==> src/sv/lfu_pkg.sv <==
// Shared constants, types and command codes for the LFU slot replacement block.
package lfu_pkg;

    localparam int SLOTS      = 16;
    localparam int KEY_BITS   = 8;
    localparam int COUNT_BITS = 16;
    localparam int STAMP_BITS = 32;
    localparam int CFG_BITS   = 5;
    localparam int PADDR_W    = 3;

    localparam int SLOT_W     = (SLOTS > 1) ? $clog2(SLOTS) : 1;
    localparam int FILL_W     = $clog2(SLOTS + 1);
    localparam int GROUP_SIZE = 4;
    localparam int GROUPS     = (SLOTS + GROUP_SIZE - 1) / GROUP_SIZE;
    localparam int LEAVES     = 1 << SLOT_W;
    localparam int SCORE_W    = COUNT_BITS + STAMP_BITS;

    localparam logic [CFG_BITS-1:0]  SLOTS_RESET      = CFG_BITS'(16);
    localparam logic [PADDR_W-3:0]   REG_SLOTS_IN_USE = '0;

    localparam logic CMD_ACCESS = 1'b0;
    localparam logic CMD_LIST   = 1'b1;

    typedef logic [SCORE_W-1:0] lfu_score_t;

    typedef enum logic [1:0] {
        ST_IDLE,
        ST_LOOKUP,
        ST_EVICT,
        ST_LIST
    } lfu_state_t;

    typedef struct packed {
        logic capture;
        logic access_done;
        logic evict_done;
        logic list_emit;
    } lfu_cmd_t;

    typedef struct packed {
        logic need_evict;
        logic out_free;
        logic list_last;
    } lfu_stat_t;

endpackage

==> src/sv/lfu_ctrl.sv <==
// Controller state machine sequencing lookup, eviction and listing.
module lfu_ctrl (
    input  logic              clk,
    input  logic              rst_n,
    input  logic              in_valid,
    input  logic              in_cmd,
    output logic              in_ready,
    input  lfu_pkg::lfu_stat_t stat,
    output lfu_pkg::lfu_cmd_t  ctl
);
    import lfu_pkg::*;

    lfu_state_t state_reg;
    lfu_state_t state_next;

    always_ff @(posedge clk or negedge rst_n)
    begin
        if (!rst_n)
        begin
            state_reg <= ST_IDLE;
        end
        else
        begin
            state_reg <= state_next;
        end
    end

    always_comb
    begin
        state_next = state_reg;
        case (state_reg)
            ST_IDLE:
            begin
                if (in_valid)
                begin
                    state_next = (in_cmd == CMD_LIST) ? ST_LIST : ST_LOOKUP;
                end
            end
            ST_LOOKUP:
            begin
                if (stat.need_evict)
                begin
                    state_next = ST_EVICT;
                end
                else if (stat.out_free)
                begin
                    state_next = ST_IDLE;
                end
            end
            ST_EVICT:
            begin
                if (stat.out_free)
                begin
                    state_next = ST_IDLE;
                end
            end
            ST_LIST:
            begin
                if (stat.out_free && stat.list_last)
                begin
                    state_next = ST_IDLE;
                end
            end
            default:
            begin
                state_next = ST_IDLE;
            end
        endcase
    end

    always_comb
    begin
        in_ready        = 1'b0;
        ctl.capture     = 1'b0;
        ctl.access_done = 1'b0;
        ctl.evict_done  = 1'b0;
        ctl.list_emit   = 1'b0;
        case (state_reg)
            ST_IDLE:
            begin
                in_ready    = 1'b1;
                ctl.capture = in_valid;
            end
            ST_LOOKUP:
            begin
                ctl.access_done = !stat.need_evict && stat.out_free;
            end
            ST_EVICT:
            begin
                ctl.evict_done = stat.out_free;
            end
            ST_LIST:
            begin
                ctl.list_emit = stat.out_free;
            end
            default:
            begin
                in_ready = 1'b0;
            end
        endcase
    end

endmodule

==> src/sv/lfu_dp.sv <==
// Datapath holding the slot table, victim search, sorted listing and result register.
module lfu_dp (
    input  logic                           clk,
    input  logic                           rst_n,
    input  lfu_pkg::lfu_cmd_t              ctl,
    output lfu_pkg::lfu_stat_t             stat,
    input  logic [lfu_pkg::KEY_BITS-1:0]   in_key,
    input  logic [lfu_pkg::CFG_BITS-1:0]   slots_in_use,
    input  logic                           out_ready,
    output logic                           out_valid,
    output logic                           hit,
    output logic [lfu_pkg::SLOT_W-1:0]     slot_index,
    output logic                           evicted_valid,
    output logic [lfu_pkg::KEY_BITS-1:0]   evicted_key,
    output logic                           list_valid,
    output logic [lfu_pkg::KEY_BITS-1:0]   list_key,
    output logic                           last
);
    import lfu_pkg::*;

    localparam int CMP_W = (CFG_BITS > FILL_W) ? CFG_BITS : FILL_W;

    logic [KEY_BITS-1:0]   key_reg, key_next;
    logic [KEY_BITS-1:0]   keys_reg   [SLOTS];
    logic [KEY_BITS-1:0]   keys_next  [SLOTS];
    logic [COUNT_BITS-1:0] counts_reg [SLOTS];
    logic [COUNT_BITS-1:0] counts_next[SLOTS];
    logic [STAMP_BITS-1:0] stamps_reg [SLOTS];
    logic [STAMP_BITS-1:0] stamps_next[SLOTS];
    logic [FILL_W-1:0]     filled_reg, filled_next;
    logic [STAMP_BITS-1:0] stamp_reg, stamp_next, stamp_inc;

    logic [CMP_W-1:0]      cfg_ext;
    logic [FILL_W-1:0]     n_eff;
    logic [SLOTS-1:0]      match;
    logic [SLOTS-1:0]      cand;
    logic                  any_hit;
    logic                  key_zero;
    logic                  has_free;
    logic [SLOT_W-1:0]     hit_idx;

    logic                  grp_v_reg    [GROUPS];
    logic                  grp_v_next   [GROUPS];
    lfu_score_t            grp_score_reg [GROUPS];
    lfu_score_t            grp_score_next[GROUPS];
    logic [SLOT_W-1:0]     grp_idx_reg  [GROUPS];
    logic [SLOT_W-1:0]     grp_idx_next [GROUPS];
    logic [KEY_BITS-1:0]   grp_key_reg  [GROUPS];
    logic [KEY_BITS-1:0]   grp_key_next [GROUPS];

    logic                  vic_found;
    lfu_score_t            vic_score;
    logic [SLOT_W-1:0]     vic_idx;
    logic [KEY_BITS-1:0]   vic_key;

    logic [KEY_BITS-1:0]   list_prev_reg, list_prev_next;
    logic [FILL_W-1:0]     list_cnt_reg, list_cnt_next, list_cnt_inc;
    logic                  hv [2*LEAVES];
    logic [KEY_BITS-1:0]   hk [2*LEAVES];

    logic                  out_valid_reg, out_valid_next;
    logic                  hit_reg, hit_next;
    logic [SLOT_W-1:0]     slot_reg, slot_next;
    logic                  ev_valid_reg, ev_valid_next;
    logic [KEY_BITS-1:0]   ev_key_reg, ev_key_next;
    logic                  list_valid_reg, list_valid_next;
    logic [KEY_BITS-1:0]   list_key_reg, list_key_next;
    logic                  last_reg, last_next;

    // Register values of zero act as one slot; values beyond the table act as the full table.
    always_comb
    begin
        cfg_ext = CMP_W'(slots_in_use);
        if (cfg_ext == '0)
        begin
            n_eff = FILL_W'(1);
        end
        else if (cfg_ext > CMP_W'(SLOTS))
        begin
            n_eff = FILL_W'(SLOTS);
        end
        else
        begin
            n_eff = FILL_W'(cfg_ext);
        end
    end

    always_comb
    begin
        hit_idx = '0;
        for (int i = 0; i < SLOTS; i++)
        begin
            match[i] = (FILL_W'(i) < filled_reg) && (keys_reg[i] == key_reg);
            cand[i]  = FILL_W'(i) < n_eff;
            if (match[i])
            begin
                hit_idx = SLOT_W'(i);
            end
        end
    end

    assign any_hit   = |match;
    assign key_zero  = (key_reg == '0);
    assign has_free  = filled_reg < n_eff;
    assign stamp_inc = (stamp_reg == '1) ? stamp_reg : stamp_reg + 1'b1;

    // First half of the victim search: the best candidate of each group of four slots.
    always_comb
    begin
        for (int g = 0; g < GROUPS; g++)
        begin
            grp_v_next[g]     = 1'b0;
            grp_score_next[g] = '0;
            grp_idx_next[g]   = '0;
            grp_key_next[g]   = '0;
            for (int j = 0; j < GROUP_SIZE; j++)
            begin
                if (g * GROUP_SIZE + j < SLOTS)
                begin
                    if (cand[g * GROUP_SIZE + j] &&
                        (!grp_v_next[g] ||
                         ({counts_reg[g * GROUP_SIZE + j], stamps_reg[g * GROUP_SIZE + j]}
                          < grp_score_next[g])))
                    begin
                        grp_v_next[g]     = 1'b1;
                        grp_score_next[g] = {counts_reg[g * GROUP_SIZE + j],
                                             stamps_reg[g * GROUP_SIZE + j]};
                        grp_idx_next[g]   = SLOT_W'(g * GROUP_SIZE + j);
                        grp_key_next[g]   = keys_reg[g * GROUP_SIZE + j];
                    end
                end
            end
        end
    end

    always_comb
    begin
        vic_found = 1'b0;
        vic_score = '0;
        vic_idx   = '0;
        vic_key   = '0;
        for (int g = 0; g < GROUPS; g++)
        begin
            if (grp_v_reg[g] && (!vic_found || (grp_score_reg[g] < vic_score)))
            begin
                vic_found = 1'b1;
                vic_score = grp_score_reg[g];
                vic_idx   = grp_idx_reg[g];
                vic_key   = grp_key_reg[g];
            end
        end
    end

    // Smallest resident key above the last one listed, through a binary tree.
    always_comb
    begin
        hv[0] = 1'b0;
        hk[0] = '0;
        for (int k = 0; k < LEAVES; k++)
        begin
            hv[LEAVES + k] = 1'b0;
            hk[LEAVES + k] = '0;
            if (k < SLOTS)
            begin
                hv[LEAVES + k] = (FILL_W'(k) < filled_reg) && (keys_reg[k] > list_prev_reg);
                hk[LEAVES + k] = keys_reg[k];
            end
        end
        for (int k = LEAVES - 1; k >= 1; k--)
        begin
            if (hv[2*k] && (!hv[2*k+1] || (hk[2*k] < hk[2*k+1])))
            begin
                hv[k] = hv[2*k];
                hk[k] = hk[2*k];
            end
            else
            begin
                hv[k] = hv[2*k+1];
                hk[k] = hk[2*k+1];
            end
        end
    end

    assign list_cnt_inc = list_cnt_reg + 1'b1;

    assign stat.need_evict = !key_zero && !any_hit && !has_free;
    assign stat.out_free   = !out_valid_reg || out_ready;
    assign stat.list_last  = (filled_reg == '0) || (list_cnt_inc == filled_reg);

    always_comb
    begin
        key_next        = key_reg;
        keys_next       = keys_reg;
        counts_next     = counts_reg;
        stamps_next     = stamps_reg;
        filled_next     = filled_reg;
        stamp_next      = stamp_reg;
        list_prev_next  = list_prev_reg;
        list_cnt_next   = list_cnt_reg;
        hit_next        = hit_reg;
        slot_next       = slot_reg;
        ev_valid_next   = ev_valid_reg;
        ev_key_next     = ev_key_reg;
        list_valid_next = list_valid_reg;
        list_key_next   = list_key_reg;
        last_next       = last_reg;
        out_valid_next  = out_valid_reg && !out_ready;

        if (ctl.capture)
        begin
            key_next       = in_key;
            list_prev_next = '0;
            list_cnt_next  = '0;
        end

        if (ctl.access_done || ctl.evict_done || ctl.list_emit)
        begin
            out_valid_next  = 1'b1;
            hit_next        = 1'b0;
            slot_next       = '0;
            ev_valid_next   = 1'b0;
            ev_key_next     = '0;
            list_valid_next = 1'b0;
            list_key_next   = '0;
            last_next       = 1'b1;
        end

        if (ctl.access_done && !key_zero)
        begin
            stamp_next = stamp_inc;
            if (any_hit)
            begin
                hit_next  = 1'b1;
                slot_next = hit_idx;
                for (int i = 0; i < SLOTS; i++)
                begin
                    if (match[i] && (counts_reg[i] != '1))
                    begin
                        counts_next[i] = counts_reg[i] + 1'b1;
                    end
                end
            end
            else
            begin
                slot_next   = SLOT_W'(filled_reg);
                filled_next = filled_reg + 1'b1;
                for (int i = 0; i < SLOTS; i++)
                begin
                    if (FILL_W'(i) == filled_reg)
                    begin
                        keys_next[i]   = key_reg;
                        counts_next[i] = COUNT_BITS'(1);
                        stamps_next[i] = stamp_reg;
                    end
                end
            end
        end

        if (ctl.evict_done)
        begin
            stamp_next    = stamp_inc;
            slot_next     = vic_idx;
            ev_valid_next = 1'b1;
            ev_key_next   = vic_key;
            for (int i = 0; i < SLOTS; i++)
            begin
                if (SLOT_W'(i) == vic_idx)
                begin
                    keys_next[i]   = key_reg;
                    counts_next[i] = COUNT_BITS'(1);
                    stamps_next[i] = stamp_reg;
                end
            end
        end

        if (ctl.list_emit && (filled_reg != '0))
        begin
            list_valid_next = 1'b1;
            list_key_next   = hk[1];
            last_next       = stat.list_last;
            list_prev_next  = hk[1];
            list_cnt_next   = list_cnt_inc;
        end
    end

    always_ff @(posedge clk or negedge rst_n)
    begin
        if (!rst_n)
        begin
            filled_reg    <= '0;
            stamp_reg     <= '0;
            out_valid_reg <= 1'b0;
        end
        else
        begin
            filled_reg    <= filled_next;
            stamp_reg     <= stamp_next;
            out_valid_reg <= out_valid_next;
        end
    end

    always_ff @(posedge clk)
    begin
        key_reg        <= key_next;
        keys_reg       <= keys_next;
        counts_reg     <= counts_next;
        stamps_reg     <= stamps_next;
        grp_v_reg      <= grp_v_next;
        grp_score_reg  <= grp_score_next;
        grp_idx_reg    <= grp_idx_next;
        grp_key_reg    <= grp_key_next;
        list_prev_reg  <= list_prev_next;
        list_cnt_reg   <= list_cnt_next;
        hit_reg        <= hit_next;
        slot_reg       <= slot_next;
        ev_valid_reg   <= ev_valid_next;
        ev_key_reg     <= ev_key_next;
        list_valid_reg <= list_valid_next;
        list_key_reg   <= list_key_next;
        last_reg       <= last_next;
    end

    assign out_valid     = out_valid_reg;
    assign hit           = hit_reg;
    assign slot_index    = slot_reg;
    assign evicted_valid = ev_valid_reg;
    assign evicted_key   = ev_key_reg;
    assign list_valid    = list_valid_reg;
    assign list_key      = list_key_reg;
    assign last          = last_reg;

endmodule

==> src/sv/lfu_slot_replacement.sv <==
// Top level of the LFU slot replacement block with its configuration register.
//
//   Channel  Signals                                 Transfer when
//   in       in_valid, in_ready, cmd, key            in_valid and in_ready high
//   out      out_valid, out_ready, hit .. last       out_valid and out_ready high
//   cfg      psel, penable, pwrite, paddr, pwdata    psel, penable, pwrite, pready high
//
// In an access, ST_IDLE takes the item and ST_LOOKUP does the parallel key compare
// with its commit. A miss on a full table adds ST_EVICT for the second half of the
// registered victim search. A list gives one result per cycle while the output is
// free, through the key minimum tree. Results wait in an output register, so the next
// item is taken while a result stalls. Reset empties the table at once; no sweep follows.
module lfu_slot_replacement (
    input  logic                           clk,
    input  logic                           rst_n,
    input  logic                           psel,
    input  logic                           penable,
    input  logic                           pwrite,
    input  logic [lfu_pkg::PADDR_W-1:0]    paddr,
    input  logic [31:0]                    pwdata,
    output logic [31:0]                    prdata,
    output logic                           pready,
    input  logic                           in_valid,
    output logic                           in_ready,
    input  logic                           cmd,
    input  logic [lfu_pkg::KEY_BITS-1:0]   key,
    output logic                           out_valid,
    input  logic                           out_ready,
    output logic                           hit,
    output logic [lfu_pkg::SLOT_W-1:0]     slot_index,
    output logic                           evicted_valid,
    output logic [lfu_pkg::KEY_BITS-1:0]   evicted_key,
    output logic                           list_valid,
    output logic [lfu_pkg::KEY_BITS-1:0]   list_key,
    output logic                           last
);
    import lfu_pkg::*;

    logic [CFG_BITS-1:0] slots_in_use_reg, slots_in_use_next;
    logic                reg_sel;
    lfu_cmd_t            ctrl_cmd;
    lfu_stat_t           ctrl_stat;

    assign pready  = 1'b1;
    assign reg_sel = (paddr[PADDR_W-1:2] == REG_SLOTS_IN_USE);
    assign prdata  = reg_sel ? 32'(slots_in_use_reg) : '0;

    always_comb
    begin
        slots_in_use_next = slots_in_use_reg;
        if (psel && penable && pwrite && pready && reg_sel)
        begin
            slots_in_use_next = pwdata[CFG_BITS-1:0];
        end
    end

    always_ff @(posedge clk or negedge rst_n)
    begin
        if (!rst_n)
        begin
            slots_in_use_reg <= SLOTS_RESET;
        end
        else
        begin
            slots_in_use_reg <= slots_in_use_next;
        end
    end

    lfu_ctrl u_ctrl (
        .clk      (clk),
        .rst_n    (rst_n),
        .in_valid (in_valid),
        .in_cmd   (cmd),
        .in_ready (in_ready),
        .stat     (ctrl_stat),
        .ctl      (ctrl_cmd)
    );

    lfu_dp u_dp (
        .clk           (clk),
        .rst_n         (rst_n),
        .ctl           (ctrl_cmd),
        .stat          (ctrl_stat),
        .in_key        (key),
        .slots_in_use  (slots_in_use_reg),
        .out_ready     (out_ready),
        .out_valid     (out_valid),
        .hit           (hit),
        .slot_index    (slot_index),
        .evicted_valid (evicted_valid),
        .evicted_key   (evicted_key),
        .list_valid    (list_valid),
        .list_key      (list_key),
        .last          (last)
    );

endmodule
==> config.mk <==
export PLATFORM = sky130hd
export DESIGN_NAME = lfu_slot_replacement
export DESIGN_NICKNAME = d
export VERILOG_FILES = /design/src/sv/lfu_pkg.sv /design/src/sv/lfu_ctrl.sv /design/src/sv/lfu_dp.sv /design/src/sv/lfu_slot_replacement.sv
export SDC_FILE = /design/constraint.sdc
export NUM_CORES = 2
export LEC_CHECK = 0
export BUFFER_PORTS_ARGS = -buffer_cell sky130_fd_sc_hd__buf_4
export CAP_MARGIN = 20
export CORE_MARGIN = 8
export CORE_UTILIZATION = 57
export DETAILED_ROUTE_END_ITERATION = 7
export GPL_TIMING_DRIVEN = 0
export PLACE_DENSITY = 0.79
export SETUP_SLACK_MARGIN = 0.02
export SLEW_MARGIN = 40
export SYNTH_ARGS = -nofsm -noshare
export SYNTH_HDL_FRONTEND = slang
export SYNTH_SLANG_ARGS = --single-unit
==> constraint.sdc <==
create_clock -name clk -period 13.4 [get_ports clk]
set_input_delay 0 -clock clk [delete_from_list [all_inputs] [get_ports clk]]
set_output_delay 0 -clock clk [all_outputs]
set_load 0.005 [all_outputs]
== Yosys cells after proc, flatten, opt, wreduce, memory -nomap -nowiden ==
Cells that the tools add are included.
Word-level totals
  latch bits: 0
  bits in read-only memories: 0
  bits in writable memories: 0
  memories: 0
  input port bits: 51
  register bits: 1229
  output and inout bits: 59
Cells by class
  reduce and logical (&&, ||, !) cells: 179
  muxes and demuxes: 268
  add/sub/neg operators: 19
  divide/modulo/power cells: 0
  magnitude comparators: 80
  multipliers: 0
  shift-type cells: 0
  equality and inequality tests: 69
  bitwise logic cells: 2
Operators with widths (count)
  512-bit two-way mux: 3
  32-bit two-way mux: 35
  48-bit two-way mux: 19
  16-bit two-way mux: 48
  256-bit two-way mux: 3
  48-bit less-than comparator: 15
  8-bit two-way mux: 72
  128-bit two-way mux: 3
  16-bit by 1-bit adder with 16-bit output (second input constant): 16
  16-bit inequality test (second input constant): 16
  8-bit == test: 16
  8-bit > comparator: 16
  8-bit less-than comparator: 15
  4-bit two-way mux: 24
  1-bit logical AND: 88
  4-bit by 5-bit less-than comparator with 1-bit output (first input constant): 16
  1-bit two-way mux: 46
  4-bit by 5-bit == test with 1-bit output (first input constant): 8
  3-bit by 5-bit less-than comparator with 1-bit output (first input constant): 8
  1-bit zero test: 36
  1-bit logical OR: 34
  32-bit by 1-bit adder with 32-bit output (second input constant): 1
  32-bit == test (second input constant): 1
  4-bit == test (first input constant): 8
  32 further kinds: 70

== Depth between registers and ports, before layout ==
  depth after elaboration: 20
  mapped depth: 49

== Modules after synthesis ==
A second synthesis with hierarchy kept.
Second synthesis, totals
  cell total of the unflattened synthesis: 8815
  area, all modules: 78919.4 um^2
By module, submodules not included
  lfu_dp: times used 1, seq. area each 24994.0 um^2, area each 78311.4 um^2, cells each 8754
  lfu_slot_replacement: times used 1, seq. area each 126.4 um^2, area each 467.9 um^2, cells each 46
  lfu_ctrl: times used 1, seq. area each 50.0 um^2, area each 140.1 um^2, cells each 15

== Least setup slack after synthesis ==
No wires, ideal clock.
  path kind: register -> register
  start: register u_dp.grp_v_reg[3] in the netlist's numbering
  end: register u_dp.keys_reg, in the netlist u_dp.hk[59]
  required time: 13.279 ns
  clock period less this slack: 9.659 ns
  stages on the path, launching flop included: 43
  path slack: 3.741 ns
  library setup time: 0.121 ns
  arrival: 9.538 ns
  buffers on the path: 12
  cells stage by stage: dfxtp_1 > buf_1 > clkbuf_1 > buf_1 > nand2_1 > ha_1 > a21oi_1 > nor2_1 > a2111oi_0 > a31oi_1 > a211oi_1 > buf_2 > clkbuf_1 > clkbuf_1 > nor2_1 > a21oi_1 > ha_1 > a2111oi_2 > [7 not listed] > clkbuf_1 > clkbuf_1 > a21oi_1 > ha_1 > nand4_1 > nor2_1 > nand4_1 > or3_1 > a21oi_1 > nor4b_2 > a22o_1 > o21bai_2 > buf_6 > and2_1 > buf_2 > o21ai_4 > buf_4 > mux2_2
RTL lines
  start: declaration: RTL line lfu_dp.sv:42  | logic grp_v_reg [GROUPS];
  start signal: assignment: RTL line lfu_dp.sv:308  | grp_v_reg <= grp_v_next;
  end signal: assignment: RTL line lfu_dp.sv:305  | keys_reg <= keys_next;
  end: declaration: RTL line lfu_dp.sv:24  | logic [KEY_BITS-1:0] keys_reg [SLOTS];

==> run summary <==
Status = finished with violations
Failing checks = design-rule violations
Sequential share of the synthesized area = 0.3171
Number of max-cap violations = 0
Worst-path clk slew = 60 ps
Post-Place Cells = 10,740
Area after DPL = 82,690 µm²
DP HPWL = 230,800 µm
Root Driver = clkbuf_16
Routed wire per std cell = 27.10 µm
Total Routing Usage GR = 0.3754
Drt via density = 6.656
# clock sinks = 1,225
Util after Layout = 0.6340
Largest net degree at the start of global routing = 45
Worst R2R Path Depth = 46
Final Hold Vio Count = 0
Finished Cell Area = 88,020 µm²
TritonCTS clock tree = done
Post-synthesis cell type count = 107
Final GP Congestion = 1.094
Drt pass-1 iters = 8
Buffers added on ports = 52
Crit-path slowest cell = and2_1
Setup TNS = 0 ps
PD cells = 247.8 nW/µm²
Die ar. = 151,400 µm²
Final wirelength = 299,200 µm
Worst hold margin = 271.3 ps
Worst slew pin tran = 969.6 ps
Non-Filler Instances = 11,040
Fin crit share = 0.9915
IO Pins = 110
Worst path required time = 13,980 ps
Core area = 138,800 µm²
Crit Path Max Fanout = 10
Share of layout cells above drive strength 1 = 0.1522
Top Family by Delay on Critical Path = compound AO/OA/AOI/OAI gates
Detailed-route via count = 73,470
Minimum clock period = 13,290 ps
Post-route DRC = 1
P_leak = 39.07 nW
Synth-to-layout area growth = 10.91%
Largest register FFs = 512
Synthesis-stage register bit count = 1,225
Vias in the first global route = 69,630
Synth Instances = 8,835
CTS max path bufs = 3
Worst Hold Class = in2out
Num CTS Buffers = 138
Crit path DAT = 13,870 ps
Syn. warnings = 0
Die Ht = 389.1 µm
EDFF count, synth = 42
Syn_area_per_cell = 8.983 µm²
Final setup violation count = 0
Clk_skew = 32.96 ps
Post-DRT Antenna Nets = 0
Worst-Skew Late Latency = 800 ps
First-pass GRT wire length = 436,100 µm
CP peak stage delay = 640 ps
RSZ-0062 raised after global routing = no
Hold Path Depth = 3
Fmax = 75.27 MHz
Initial Util = 0.5716
Die width = 389.1 µm
Overflow after GRT = 0
Crit path depth = 46
Fin nets = 10,130
Initial DRC Count = 9,123
Buf+Inv Stages, Crit Path = 12
CP Capture Type = flip-flop
Pins over their slew limit = 0
H-Tree Depth = 4
Cell area after synthesis = 79,360 µm²
Site row count = 137
Crit Path Class = reg2reg
Crit path launch type = flip-flop
Ys flop type = dfxtp_1
Most Frequent Cell on Critical Path = a21o_1
Initial antenna violation count = 23
Max-slew headroom = 0.3536
Async SR Flop Fraction = 0.03673
Max rail drop VDD = 0.2268 mV
[per-layer routing]
metal,vias up,wire [µm],global-route usage
met5,-,306,0
met2,4684,122400,0.5534
met1,34860,113700,0.4735
met4,18,25310,0.2612
met3,1218,37430,0.1048
li1,32690,-,-
[where the power goes]
part | switching, mW | internal (mW) | leakage [nW]
Sequential | 0.749 | 4.29 | 10.2
Combinational | 8.28 | 4.51 | 26.5
Clock | 1.65 | 2.33 | 2.29
[Yosys cell counts (all sizes together) (12+ instances only)]
library cell	n	area [µm²]
xor2	32	280.3
a311oi	35	306.5
nand2b	44	275.3
or2	70	437.9
and4	34	300.3
edfxtp	42	1261
nand3	272	1361
a221oi	27	236.5
ha	963	12050
or3	50	312.8
and2	30	187.7
o211ai	118	885.9
xnor2	152	1331
inv	530	1989
nor3	131	723.2
and3	85	531.8
a21oi	676	3402
o2111ai	12	111.4
a21o	264	1982
nand2	759	2849
a31oi	47	300.3
clkbuf	267	1002
buf	216	1270
a211oi	63	498.0
a21boi	12	90.08
nor2b	49	306.5
dfxtp	1138	22780
o21bai	13	101.4
o31ai	66	519.2
dfrtp	44	1101
o21a	87	653.1
nor2	468	1772
a2111oi	20	219.0
a22oi	53	397.9
o22ai	34	212.7
mux2i	392	3924
nand4	265	1658
mux2	680	7935
o21ai	392	1977
nor4	44	324.1
[cell families (layout without fill, tap and decap cells)]
logic type,count (synthesis),in the layout,share of synthesized area
adder cells (fa/ha/maj),963,963,0.1518
other,2,43,0.00009463
buffers and inverters,1014,1368,0.05374
AO/OA/AOI/OAI,2023,2023,0.1623
flip-flops,1225,1225,0.3171
XOR/XNOR,184,184,0.02031
AND/OR/NAND/NOR,2352,2352,0.1452
multiplexers,1072,1072,0.1494
[worst register-to-register path, delay by kind of cell, from the launching register on]
| family | cells | cell delay, ps |
|---|---|---|
| AO/OA/AOI/OAI | 21 | 5010 |
| adder cells (fa/ha/maj) | 3 | 580 |
| buffers and inverters | 12 | 4300 |
| flip-flops | 1 | 560 |
| multiplexers | 1 | 400 |
| AND/OR/NAND/NOR | 9 | 2220 |
[timing repair]
item | 4_1_cts | 5_1_grt
pin swaps | 0 | 3
setup endpoints to repair | 884 | 930
endpoints found under the hold margin | 73 | 0
gates resized for setup | 18 | 55
hold buffers | 40 | 0
setup buffers | 0 | 3
[worst paths after layout]
check | startpoint | endpoint | slack, ps
max | slots_in_use_reg[4] | u_dp.grp_score_reg[52] | 110
min | paddr[2] | prdata[3] | 270
max reg2reg | slots_in_use_reg[4] | u_dp.grp_score_reg[52] | 110
min reg2reg | u_dp.stamps_reg[18] | u_dp.grp_score_reg[18] | 470
max in group asynchronous | rst_n | u_dp.filled_reg[4] | 12570
min in group asynchronous | rst_n | slots_in_use_reg[4] | 430
[through the flow]
| step | setup slack [ps] | power (mW) |
|---|---|---|
| finish | 113.9 | 21.81 |
| global route | 8.576 | 22.69 |
| CTS | 86.25 | 21.22 |
| detailed placement | -1464 | 17.19 |
| global placement | -2248 | 16.70 |
| floorplan | 3741 | 13.03 |
[area by class of cell]
type,instances,area [µm²]
Clock buffer,191,4019
Inverter,531,1997
Multi-Input combinational cell,6623,50330
Buffer,482,2400
Sequential cell,1225,25180
Clock inverter,52,644.4
Tap cell,1807,2261
Antenna cell,14,35.03
Timing Repair Buffer,112,1166
Fill cell,11440,50820
[cells in the final DEF, fill, tap and decap left out, types with 39 or more instances in the layout]
master / count
a211oi_1: 58
nand2_1: 758
a21oi_1: 664
o211ai_1: 118
nand2b_1: 44
inv_1: 522
dlygate4sd3_1: 39
nand4_1: 265
o21ai_0: 382
o21a_1: 87
nor3_1: 108
clkbuf_2: 87
buf_2: 115
dfrtp_1: 42
clkbuf_1: 202
a21o_1: 264
or3_1: 50
nor2b_1: 49
a22oi_1: 52
nor2_1: 458
o31ai_1: 62
or2_2: 69
xnor2_1: 152
buf_4: 103
clkbuf_16: 143
mux2_2: 580
mux2i_1: 391
and3_1: 85
edfxtp_1: 42
dfxtp_1: 1138
nand3_1: 272
mux2_4: 74
ha_1: 963
a31oi_1: 45
(Power assumes the default switching activity.)
